File: config.mk
export PLATFORM = sky130hd
export DESIGN_NAME = gme_isqrt
export DESIGN_NICKNAME = d
export VERILOG_FILES = /design/src/design/gradient_magnitude_edge_stream_defines.svh /design/src/design/gme_pkg.sv /design/src/design/gme_isqrt.sv
export SDC_FILE = /design/constraint.sdc
export NUM_CORES = 1
export LEC_CHECK = 0
export BUFFER_PORTS_ARGS = -buffer_cell sky130_fd_sc_hd__buf_2
export CAP_MARGIN = 10
export CORE_ASPECT_RATIO = 0.9
export CORE_MARGIN = 1.5
export CORE_UTILIZATION = 30
export CTS_BUF_LIST = sky130_fd_sc_hd__clkbuf_16
export CTS_CLUSTER_SIZE = 40
export DETAILED_ROUTE_END_ITERATION = 7
export SLEW_MARGIN = 5
export SYNTH_ARGS = -nofsm -noshare
export SYNTH_HDL_FRONTEND = slang
export SYNTH_SLANG_ARGS = --single-unit
File: constraint.sdc
create_clock -name clk -period 8.9 [get_ports clk]
set_input_delay 1.335 -clock clk [delete_from_list [all_inputs] [get_ports clk]]
set_output_delay 1.335 -clock clk [all_outputs]
set_load 0.05 [all_outputs]
File: src/design/gradient_magnitude_edge_stream_defines.svh
// ----------------------------------------------------------------------------
// gradient magnitude edge stream assertion macros
// implication checks that compile away under synthesis
// ----------------------------------------------------------------------------
`ifndef GRADIENT_MAGNITUDE_EDGE_STREAM_DEFINES_SVH
`define GRADIENT_MAGNITUDE_EDGE_STREAM_DEFINES_SVH

`ifndef SYNTHESIS
`define GME_ASSERT_IMP(label, ck, rn, ante, cons) \
  label: assert property (@(posedge ck) disable iff (!rn) (ante) |-> (cons)) \
    else $error("gme assertion failed");
`define GME_ASSERT_NXT(label, ck, rn, ante, cons) \
  label: assert property (@(posedge ck) disable iff (!rn) (ante) |=> (cons)) \
    else $error("gme assertion failed");
`else
`define GME_ASSERT_IMP(label, ck, rn, ante, cons)
`define GME_ASSERT_NXT(label, ck, rn, ante, cons)
`endif

`endif

File: src/design/gme_pkg.sv
// ----------------------------------------------------------------------------
// gme_pkg
// shared widths, beat types and helpers of the gradient magnitude edge stream
// ----------------------------------------------------------------------------
package gme_pkg;

  localparam int LS_DEPTH   = 2048;
  localparam int LS_AW      = $clog2(LS_DEPTH);
  localparam int PIX_W      = 8;
  localparam int DIM_W      = 12;
  localparam int POS_W      = 11;
  localparam int SUM_W      = 20;
  localparam int CFG_IDX_W  = 2;
  localparam int HEIGHT_MAX = 2048;

  localparam logic [DIM_W-1:0]     WIDTH_RESET  = 12'd640;
  localparam logic [DIM_W-1:0]     HEIGHT_RESET = 12'd480;
  localparam logic [DIM_W-1:0]     DIM_MIN      = 12'd2;
  localparam logic [PIX_W-1:0]     EDGE_MAX     = 8'd255;

  localparam logic [CFG_IDX_W-1:0] REG_IMAGE_WIDTH  = 2'd0;
  localparam logic [CFG_IDX_W-1:0] REG_IMAGE_HEIGHT = 2'd1;

  typedef struct packed {
    logic [PIX_W-1:0] pixel;
  } pixel_beat_t;

  typedef struct packed {
    logic [PIX_W-1:0] edge_res;
    logic [POS_W-1:0] out_col;
    logic [POS_W-1:0] out_row;
    logic             frame_last;
  } result_beat_t;

  typedef struct packed {
    logic busy;
    logic done;
  } sqrt_stat_t;

  function automatic logic [DIM_W-1:0] clamp_dim(input logic [DIM_W-1:0] v,
                                                 input logic [DIM_W-1:0] maxv);
    logic [DIM_W-1:0] r;
    r = v;
    if (v < DIM_MIN) r = DIM_MIN;
    if (v > maxv) r = maxv;
    return r;
  endfunction

endpackage

File: src/design/gme_isqrt.sv
// ----------------------------------------------------------------------------
// gme_isqrt
// bit serial floored integer square root, one result bit per cycle,
// saturates at the top code when the operand needs more than 8 root bits
// ----------------------------------------------------------------------------
module gme_isqrt (
  input  logic                       clk,
  input  logic                       rst_n,
  input  logic                       start,
  input  logic [gme_pkg::SUM_W-1:0]  s_in,
  output gme_pkg::sqrt_stat_t        stat,
  output logic [gme_pkg::PIX_W-1:0]  root
);
  import gme_pkg::*;

  logic             busy_r;
  logic             done_r;
  logic [2:0]       idx_r;
  logic [PIX_W-1:0] root_r;
  logic [15:0]      s_r;
  logic [PIX_W-1:0] trial;
  logic [15:0]      trial_sq;
  logic             sat;

  assign sat      = (s_in[SUM_W-1:16] != '0);
  assign trial    = root_r | (PIX_W'(1) << idx_r);
  assign trial_sq = {8'b0, trial} * {8'b0, trial};

  always_ff @(posedge clk) begin
    if (!rst_n) begin
      busy_r <= 1'b0;
      done_r <= 1'b0;
    end else if (start) begin
      busy_r <= !sat;
      done_r <= sat;
    end else if (busy_r && idx_r == 3'd0) begin
      busy_r <= 1'b0;
      done_r <= 1'b1;
    end
  end

  always_ff @(posedge clk) begin
    if (start) begin
      root_r <= sat ? EDGE_MAX : '0;
      s_r    <= s_in[15:0];
      idx_r  <= 3'd7;
    end else if (busy_r) begin
      if (trial_sq <= s_r) begin
        root_r <= trial;
      end
      idx_r <= idx_r - 3'd1;
    end
  end

  assign stat.busy = busy_r;
  assign stat.done = done_r;
  assign root      = root_r;

endmodule

==> insert_results.sql <==
INSERT INTO impl_metrics (metric_group, metric, value, unit) VALUES
('synthesis', 'syn-num-nets', '433', ''),
('setup_path', 'start_kind', 'flop', ''),
('sta', 'setup_viol_count_final', '0', ''),
('setup_path', 'cp.arrival', '6.99', 'ns'),
('sta', 'tightestPinTransition', '0.8853', 'ns'),
('global_route', 'overflow', '0', ''),
('clock_tree', 'cts_root_buf', 'clkbuf_16', ''),
('global_route', 'maximum_number_of_pins_on_one_net_before_global_route_repair', '21', ''),
('detailed_routing', 'dr_wl_met2', '2922', 'um'),
('detailed_routing', 'topRoutingLayerUsed', 'met4', ''),
('cells_and_area', 'insertedDiodeCount', '0', ''),
('sta', 'rsz0062_at_grt', 'false', ''),
('detailed_routing', 'drt_first_pass_iters', '4', ''),
('clock_tree', 'cts_hold_repair.buffers', '0', ''),
('place', 'io_buffers', '32', ''),
('synthesis', 'yosys.area.top_type_share', '0.2282', ''),
('setup_path', 'timing.critical_path.to_type', 'flop', ''),
('sta', 'hold_ws', '0.5590', 'ns'),
('cells_and_area', 'design.final.nets', '467', ''),
('synthesis', 'ys_seq_elements', '29', ''),
('clock_tree', 'clock_sink_count', '29', ''),
('synthesis', 'synthArstFlopShare', '0', ''),
('floorplan', 'io_pins', '33', ''),
('detailed_routing', 'first_iter_violations', '60', ''),
('sta', 'tns', '0', 'ns'),
('sta', 'timing.slew.headroom', '0.4098', ''),
('clock_tree', 'worst_skew_pair.late_latency', '0.28', 'ns'),
('pwr', 'powerDensity', '267.0', 'mW/mm2'),
('detailed_routing', 'met3RoutedLength', '252', 'um'),
('synthesis', 'netlist-cell-type-count', '45', ''),
('synthesis', 'synthesis.instances', '337', ''),
('floorplan', 'die_h', '100.3', 'um'),
('setup_path', 'start_to_end_type_of_the_worst_setup_path', 'reg2reg', ''),
('clock_tree', 'tritoncts.num_buffers', '5', ''),
('setup_path', 'critical_path.max_fanout', '11', ''),
('pwr', 'power.leakage', '0.001709', 'uW'),
('clock_tree', 'cts_max_path_buffers', '2', ''),
('setup_path', 'worst-r2r-cell-count', '21', ''),
('synthesis', 'ys_top_cells_by_count', '67 x inv_1, 48 x ha_1, 31 x nor2_1', ''),
('synthesis', 'synth-seq-area-share', '0.2599', ''),
('clock_tree', 'post_cts_resize_count', '0', ''),
('sta', 'timing.clock.skew', '0.003166', 'ns'),
('sta', 'fin_crit', '7.052', 'ns'),
('cells_and_area', 'nFillCells', '1056', ''),
('synthesis', 'post_synth_main_area_contributors', 'edfxtp_1 23%, ha_1 19%, fa_1 16%, inv_1 8.0%, nor2_1 3.7%', ''),
('sta', 'max_freq', '141.8', 'MHz'),
('synthesis', 'synth-main-ff-cell', 'edfxtp_1', ''),
('cells_and_area', 'synthToLayoutAreaGrowth', '13.59', '%'),
('global_route', 'number_of_antenna_violations_at_the_first_check_in_global_routing', '0', ''),
('synthesis', 'synthesis.yosys.warnings', '0', ''),
('min_path', 'hold_path_depth', '2', ''),
('outcome', 'outcome', 'complete, no violations', ''),
('floorplan', 'design.core.area', '0.01025', 'mm2'),
('clock_tree', 'cts_tree', 'yes', ''),
('detailed_routing', 'route.detailed.vias_per_inst', '4.673', ''),
('global_route', 'grt_first_pass_wirelength', '10870', 'um'),
('job', 'timing.max_cap.violations', '0', ''),
('floorplan', 'num_rows', '35', ''),
('cells_and_area', 'register_area', '820.8', 'um2'),
('min_path', 'timing.hold.worst.class', 'reg2reg', ''),
('setup_path', 'cp_data_required_time', '8.84', 'ns'),
('detailed_routing', 'route.detailed.drc', '0', ''),
('synthesis', 'count_of_flip_flops_with_a_built_in_enable_after_synthesis', '24', ''),
('clock_tree', 'number_of_levels_the_h_tree_was_split_into', '2', ''),
('place', 'detailed_place_hpwl', '5295', 'um'),
('place', 'finalWeightedCongestion', '0.8110', ''),
('synthesis', 'synth_area_leader', 'edfxtp_1', ''),
('sta', 'layout_worst_path_cycle_share', '0.7924', ''),
('synthesis', 'synth.most_common_cell', 'inv_1', ''),
('detailed_routing', 'wl_met1', '3122', 'um'),
('synthesis', 'post_synth.cell_area_avg', '9.371', 'um2');
## kinds of logic after synthesis
family	after synthesis	share of synthesized area
AOI/OAI and AO/OA	63	0.1307
xor gates and xnor gates	13	0.03605
adders and majority gates	73	0.3487
buffers and inverters	73	0.09152
DFF	29	0.2599
and+or+nand+nor	86	0.1331
## worst max-delay path: stages (launching register included)
cell,delay [ns]
dfxtp_1,0.58
inv_1,0.18
a21oi_1,0.72
nand2b_1,0.25
inv_1,0.07
fa_1,0.49
fa_1,0.57
inv_1,0.06
fa_1,0.44
fa_1,0.53
inv_1,0.04
ha_1,0.25
a21oi_2,0.22
o21ai_0,0.18
or4_1,0.51
or3_1,0.32
nand3_1,0.09
ha_1,0.24
nand4_1,0.11
nor2_1,0.06
nor4bb_1,0.37
a211o_1,0.42
## final cells by class
type / count / share of cell area
clock buffers: 5 / 0.03488
multi-input cells: 235 / 0.5710
repair buffers: 33 / 0.04674
flip-flops and latches: 29 / 0.2288
inverters: 67 / 0.07011
clock inverters: 3 / 0.003488
well taps: 129 / 0.04499
## through the flow
step                      utilization  total power (uW)  cells  area [um2]  setup WS, ns
after floorplan                     -             669.9    337        3158         2.749
after global placement         0.3366             792.8    493        3450         2.041
after detailed placement       0.3366             798.5    493        3450         1.960
after CTS                      0.3501             966.4    501        3587         1.917
after global routing           0.3501              1059    501        3587         1.391
final                          0.3501             957.9    501        3587         1.848
## layout by cell type (no fill, tap or decap), drive strengths merged, types with 4 or more instances in the layout
cell | synthesis | final
a21boi | 11 | 11
a21oi | 26 | 26
and3 | 5 | 5
buf | 3 | 33
clkbuf | 3 | 5
dfxtp | 5 | 5
edfxtp | 24 | 24
fa | 25 | 25
ha | 48 | 48
inv | 67 | 67
nand2 | 18 | 18
nand3 | 4 | 4
nor2 | 31 | 31
nor3 | 8 | 8
o21ai | 11 | 11
xnor2 | 10 | 10
## metal layers
layer	track usage	vias up
li1	-	1193
met1	0.1601	1094
met2	0.2004	47
met3	0.02657	7
met4	0.02921	0
met5	0	-
## power breakdown
| part | internal, uW | total, uW | switching, uW |
|---|---|---|---|
| Combinational | 279 | 640 | 361 |
| Sequential | 156 | 159 | 3.00 |
| Clock | 101 | 159 | 58.1 |
| Total | 536 | 958 | 422 |
## registers in the layout, summed over array words and instances, names as in the netlist
signal and cells:
s_r 16, root 8, idx_r 3, busy_r 1, done_r 1
## path summary, 6_finish.rpt
| kind | from | end | slack, ns |
|---|---|---|---|
| worst min-delay path | idx_r[1] | idx_r[1] | 0.56 |
| worst min register to register | idx_r[1] | idx_r[1] | 0.56 |
| worst max register to register | idx_r[2] | root[7] | 1.85 |
| worst max-delay path | idx_r[2] | root[7] | 1.85 |
Note: power is estimated with default switching activity, not from simulation.
